<file path="src/hw/rtl/unpm_pkg.sv">
// ----------------------------------------------------------------------------
// unpm_pkg
// Shared types, constants and the divider step for the unpremultiply block.
// ----------------------------------------------------------------------------
package unpm_pkg;

  localparam logic [7:0] FULL_SCALE = 8'd255;

  // source byte order
  localparam logic LAYOUT_BGRA = 1'b0;
  localparam logic LAYOUT_ARGB = 1'b1;

  // divider stages, two quotient bits each
  localparam int DIV_STAGES = 4;
  localparam int BITS_PER_STAGE = 2;

  // pipeline registers between input transfer and result strobe
  localparam int LATENCY = DIV_STAGES + 2;

  // one colour channel in flight through the divider
  typedef struct packed {
    logic [7:0] rem;   // partial remainder, always below alpha when not saturated
    logic [7:0] low;   // dividend bits not yet shifted in, msb first
    logic [7:0] quo;   // quotient bits so far
    logic       sat;   // channel at or above alpha
  } lane_t;

  typedef struct packed {
    logic        valid;
    logic [7:0]  alpha;
    lane_t [2:0] ch;   // 2 = red, 1 = green, 0 = blue
  } stage_t;

  // one restoring division step: returns {quotient bit, new remainder}
  function automatic logic [8:0] div_step(input logic [7:0] rem, input logic nb,
                                          input logic [7:0] den);
    logic [8:0] t;
    logic [8:0] diff;
    t = {rem, nb};
    diff = t - {1'b0, den};
    if (t >= {1'b0, den}) begin
      return {1'b1, diff[7:0]};
    end else begin
      return {1'b0, t[7:0]};
    end
  endfunction

  // final byte from a finished lane
  function automatic logic [7:0] lane_result(input lane_t ln, input logic [7:0] alpha);
    if (alpha == 8'd0) begin
      return 8'd0;
    end else if (ln.sat) begin
      return FULL_SCALE;
    end else begin
      return ln.quo;
    end
  endfunction

endpackage

</file>
<file path="src/hw/rtl/unpremultiply_alpha_pixel.sv">
// ----------------------------------------------------------------------------
// unpremultiply_alpha_pixel
// Recovers straight alpha, one 32-bit premultiplied pixel per cycle unless busy:
// colour = colour * 255 / alpha, truncated, saturated at 255, zero at zero alpha.
// ----------------------------------------------------------------------------
//
//  channel   signals                                   handshake
//  -------   ---------------------------------------   ---------------------------
//  input     byte_zero..byte_three                     start && !busy
//  result    red_out, green_out, blue_out, alpha_out   strobe, one cycle
//  config    cfg_data (source layout)                  cfg_we
//
// One pixel enters every cycle while busy is low. Each result passes through the
// pipeline: one stage for byte selection, one for the x255 product, and four
// stages of a restoring divider, two quotient bits each.
// busy is high only during reset; reset clears the register and all valid bits.
// The receiver cannot stall, so the pipeline never holds.
//
module unpremultiply_alpha_pixel
  import unpm_pkg::*;
(
  input  logic       clk,
  input  logic       rst,
  input  logic       start,
  output logic       busy,
  input  logic [7:0] byte_zero,
  input  logic [7:0] byte_one,
  input  logic [7:0] byte_two,
  input  logic [7:0] byte_three,
  input  logic       cfg_we,
  input  logic       cfg_data,
  output logic       strobe,
  output logic [7:0] red_out,
  output logic [7:0] green_out,
  output logic [7:0] blue_out,
  output logic [7:0] alpha_out
);

  logic       source_layout;
  logic       in_xfer;

  // selection stage
  logic       sel_valid;
  logic [7:0] sel_alpha;
  logic [7:0] sel_red;
  logic [7:0] sel_green;
  logic [7:0] sel_blue;

  stage_t     pre;
  stage_t     pre_next;
  stage_t     div [DIV_STAGES];
  stage_t     div_next [DIV_STAGES];

  assign busy    = rst;
  assign in_xfer = start && !busy;

  always_ff @(posedge clk) begin
    if (rst) begin
      source_layout <= LAYOUT_BGRA;
    end else if (cfg_we) begin
      source_layout <= cfg_data;
    end
  end

  always_ff @(posedge clk) begin
    if (rst) begin
      sel_valid <= 1'b0;
    end else begin
      sel_valid <= in_xfer;
    end
    unique case (source_layout)
      LAYOUT_BGRA: begin
        sel_blue  <= byte_zero;
        sel_green <= byte_one;
        sel_red   <= byte_two;
        sel_alpha <= byte_three;
      end
      LAYOUT_ARGB: begin
        sel_alpha <= byte_zero;
        sel_red   <= byte_one;
        sel_green <= byte_two;
        sel_blue  <= byte_three;
      end
      default: begin
        sel_alpha <= byte_three;
        sel_red   <= byte_two;
        sel_green <= byte_one;
        sel_blue  <= byte_zero;
      end
    endcase
  end

  // x255 product; its high byte is below alpha whenever the channel is
  always_comb begin
    logic [7:0]  chans [3];
    logic [15:0] prod;
    chans[2] = sel_red;
    chans[1] = sel_green;
    chans[0] = sel_blue;
    pre_next.valid = sel_valid;
    pre_next.alpha = sel_alpha;
    for (int c = 0; c < 3; c++) begin
      prod = {chans[c], 8'h00} - {8'h00, chans[c]};
      pre_next.ch[c].rem = prod[15:8];
      pre_next.ch[c].low = prod[7:0];
      pre_next.ch[c].quo = 8'd0;
      pre_next.ch[c].sat = (chans[c] >= sel_alpha);
    end
  end

  always_ff @(posedge clk) begin
    if (rst) begin
      pre.valid <= 1'b0;
    end else begin
      pre.valid <= pre_next.valid;
    end
    pre.alpha <= pre_next.alpha;
    pre.ch    <= pre_next.ch;
  end

  // divider stages
  for (genvar s = 0; s < DIV_STAGES; s++) begin : g_div
    stage_t src;
    if (s == 0) begin : g_first
      assign src = pre;
    end else begin : g_rest
      assign src = div[s-1];
    end

    always_comb begin
      logic [8:0] step;
      div_next[s] = src;
      for (int c = 0; c < 3; c++) begin
        for (int b = 0; b < BITS_PER_STAGE; b++) begin
          step = div_step(div_next[s].ch[c].rem, div_next[s].ch[c].low[7], src.alpha);
          div_next[s].ch[c].rem = step[7:0];
          div_next[s].ch[c].low = {div_next[s].ch[c].low[6:0], 1'b0};
          div_next[s].ch[c].quo = {div_next[s].ch[c].quo[6:0], step[8]};
        end
      end
    end

    always_ff @(posedge clk) begin
      if (rst) begin
        div[s].valid <= 1'b0;
      end else begin
        div[s].valid <= div_next[s].valid;
      end
      div[s].alpha <= div_next[s].alpha;
      div[s].ch    <= div_next[s].ch;
    end
  end

  assign strobe    = div[DIV_STAGES-1].valid;
  assign alpha_out = div[DIV_STAGES-1].alpha;
  assign red_out   = lane_result(div[DIV_STAGES-1].ch[2], div[DIV_STAGES-1].alpha);
  assign green_out = lane_result(div[DIV_STAGES-1].ch[1], div[DIV_STAGES-1].alpha);
  assign blue_out  = lane_result(div[DIV_STAGES-1].ch[0], div[DIV_STAGES-1].alpha);

endmodule

</file>
<file path="config.mk">
export PLATFORM = sky130hd
export DESIGN_NAME = unpremultiply_alpha_pixel
export DESIGN_NICKNAME = d
export VERILOG_FILES = /design/src/hw/rtl/unpm_pkg.sv /design/src/hw/rtl/unpremultiply_alpha_pixel.sv
export SDC_FILE = /design/constraint.sdc
export NUM_CORES = 1
export LEC_CHECK = 0
export BUFFER_PORTS_ARGS = -buffer_cell sky130_fd_sc_hd__buf_2
export CORE_ASPECT_RATIO = 2
export CORE_MARGIN = 4
export CORE_UTILIZATION = 25
export CTS_CLUSTER_SIZE = 12
export DETAILED_ROUTE_END_ITERATION = 10
export GPL_TIMING_DRIVEN = 1
export HOLD_SLACK_MARGIN = 0.05
export SYNTH_ARGS = -nofsm -noshare
export SYNTH_HDL_FRONTEND = slang
export SYNTH_SLANG_ARGS = --single-unit
</file>
<file path="constraint.sdc">
create_clock -name clk -period 12.9 [get_ports clk]
set_input_delay 1.29 -clock clk [delete_from_list [all_inputs] [get_ports clk]]
set_output_delay 1.29 -clock clk [all_outputs]
set_load 0.1 [all_outputs]
</file>
==> summary.md <==
| Metric | Value |
|---|---|
| Status | `finished clean` |
| Hold Worst Slack | `324 ps` |
| Endpoint class of the critical path | `register` |
| R2R cell count | `17` |
| Syn Nets | `2070` |
| Final TNS setup | `0 ps` |
| Hold buffer count at CTS | `0` |
| CTS tree | `done` |
| Rows | `136` |
| Skew final | `11.6 ps` |
| M1 WL | `15400 um` |
| Final Max Tran Viols | `0` |
| Post-cts sizing count | `0` |
| Worst-path maximum fanout | `23` |
| Layout cell share with drive strength beyond 1 | `13.5%` |
| CP startpoint kind | `register` |
| Post-DP HPWL | `36200 um` |
| Gpl congestion | `0.880` |
| Htree depth | `1` |
| Post-CTS Setup Bufs | `0` |
| Slack of the worst reg-to-reg path | `7750 ps` |
| WHS Path Cells | `0` |
| VDD IR max | `0.000120 V` |
| Multi-input gate area | `10500 um^2` |
| Total Power | `6.07 mW` |
| Number of nets in the final layout | `2146` |
| Routed wire per std cell | `15.7 um` |
| Final WL | `43700 um` |
| DRC Markers | `0` |
| Kind of critical path | `reg -> reg` |
| Sequential area share after synthesis | `35.6%` |
| DR iter-0 viols | `461` |
| CTS Sinks | `310` |
| Post-synthesis cell type count | `65` |
| Req. time, crit path | `13400 ps` |
| Register Area | `6210 um^2` |
| Hold crit path type | `reg -> reg` |
| Initial Util | `25.3%` |
| Max clock buf depth | `3` |
| Gr ovfl total | `0` |
| Netlist Area Pre-Place | `17400 um^2` |
| Clock slew at reported path FFs | `60 ps` |
| CTS Root Cell | `clkbuf_16` |
| Maxcap violations | `0` |
| Placed cell count | `2733` |
| Fin. Hold Viols | `0` |
| Initial antenna violation count | `0` |
| Die Area | `74200 um^2` |
| Vias in the first global route | `13800` |
| Top FF cell, synth | `dfxtp_1` |
| Post-synth EDFFs | `0` |
| Most common cell after layout, fill and taps aside | `dfxtp_1` |
| Via Count | `13000` |
| LEAKAGE | `8.50 nW` |
| Number of I/O pins | `71` |
| Met2 WL | `24200 um` |
| Pwr Density | `308 nW/um^2` |
| Fmax | `0.194 GHz` |
| RSZ-0062 raised after global routing | `no` |
| Crit path from | `div[1][72]` |
| Final ANT Viol Nets | `0` |
| Area Overhead vs Synth | `13.1%` |
| Critical Path End | `div[2][15]` |
| Number of fill cells | `7172` |
| Least-Margin Pin Slew | `1130 ps` |
| Die Span Y | `381 um` |
| Synthesis-stage register bit count | `310` |
| Core Area | `68900 um^2` |
| Arrival time at the worst endpoint | `5650 ps` |
| DIE WIDTH | `195 um` |
| Non-filler instance count after layout | `2780` |
| Synth area leaders | `dfxtp_1 36%, ha_1 16%, mux2_2 7.3%` |
| R2r startpoint | `div[1][72]` |
| Vias/cell | `4.67` |
| Top layer in use | `met4` |
| Syn_area_per_cell | `9.71 um^2` |
| Routed wl met3 | `1190 um` |
| First-pass detailed-route iteration total | `5` |
| First-pass GRT wire length | `69700 um` |
| Async SR Flop Fraction | `0%` |
| R2R Path End | `div[2][15]` |
| Clock latency on the worst-skew pair | `570 ps` |
| Period utilization | `39.9%` |
| Crit path time final | `5150 ps` |
| Cells after synthesis | `1793` |
| Num CTS Buffers | `31` |
| Commonest non-fill, non-tap cells in the layout | `310 x dfxtp_1, 219 x ha_1, 134 x inv_1` |
| Leading area contributor after synthesis | `dfxtp_1` |
| Top-area cell type share of the netlist area | `35.6%` |
| Setup violators final | `0` |
| Syn. warnings | `0` |
| Ant. Diodes | `0` |
| IO Port Bufs | `70` |
| Worst slew margin | `24.7%` |
| Total track usage | `11.5%` |
| Largest net degree at the start of global routing | `24` |
-- critical path: stages, from the launching register on --
cell and delay (ps):
dfxtp_1 320, inv_1 330, ha_1 360, and3_1 220, and3_1 200, nor4_1 290
o211a_1 620, inv_1 240, nand2_1 140, a21boi_0 380, ha_1 330, nand2b_1 100
a21oi_1 90, o41a_1 330, o22ai_1 170, o311ai_2 370, a21oi_1 380, mux2i_1 210
-- kinds of logic after synthesis --
logic type / after synthesis / synth area share, %
xor gates and xnor gates: 114 / 5.73
muxes: 129 / 8.23
buffers and inverters: 170 / 3.87
DFF: 310 / 35.6
adders and majority gates: 240 / 18.2
and+or+nand+nor: 375 / 10.6
AOI/OAI and AO/OA: 455 / 17.7
-- per-stage QoR --
step / setup slack (ps) / cell area (um^2) / utilization [%]
after floorplan: 8640 / 17400 / -
after global placement: 7920 / 18800 / 27.2
after detailed placement: 7760 / 18800 / 27.2
after CTS: 7730 / 19700 / 28.6
after global routing: 7260 / 19700 / 28.6
final: 7750 / 19700 / 28.6
-- power breakdown --
group	leakage (nW)	switching, mW	total (mW)	internal, mW
combinational	5.44	2.11	3.82	1.71
clock	0.447	0.352	0.828	0.476
sequential	2.61	0.159	1.42	1.26
total	8.50	2.62	6.07	3.45
-- how the worst min path moves through the flow --
stage,startpoint,end,slack (ps)
after floorplan,div_next[252],div[0][0],310
after global placement,div[2][46],div[3][46],310
after detailed placement,div[0][46],div[1][46],310
after CTS,div[1][12],div[2][14],320
after global routing,div_next[293],div[0][37],330
final,div[1][12],div[2][14],320
-- final cells by class --
class | instances | area share (%)
multi-input combinational | 1313 | 53.5
sequential | 310 | 31.5
tap | 897 | 5.70
clock buffer | 43 | 4.37
inverter | 135 | 2.57
timing repair buffer | 78 | 2.08
clock inverter | 4 | 0.248
-- routing by layer --
layer  vias to the layer above  GRT usage [%]
li1                       6517              -
met1                      6074           10.7
met2                       261           23.3
met3                       123           1.19
met4                         0           7.00
met5                         -              0
-- flip-flops by register name (all words and copies together) (netlist names) --
signal	cells
div_next	30
sel_green	8
g_div.src	30
div	216
sel_alpha	8
sel_red	8
sel_valid	1
sel_blue	8
source_layout	1
-- cells in the mapped netlist, types with 24 or more instances --
cell type and number:
o21a_1 55, o21bai_1 24, a21o_1 47, o21ai_0 92
a21oi_1 119, mux2_2 113, clkbuf_1 24, nor2_1 101
nor3_1 35, nand2b_1 27, xor2_1 36, nand2_1 81
inv_1 134, ha_1 219, xnor2_1 78, dfxtp_1 310
nor2b_1 42
Power figures use the tool's default switching activity.
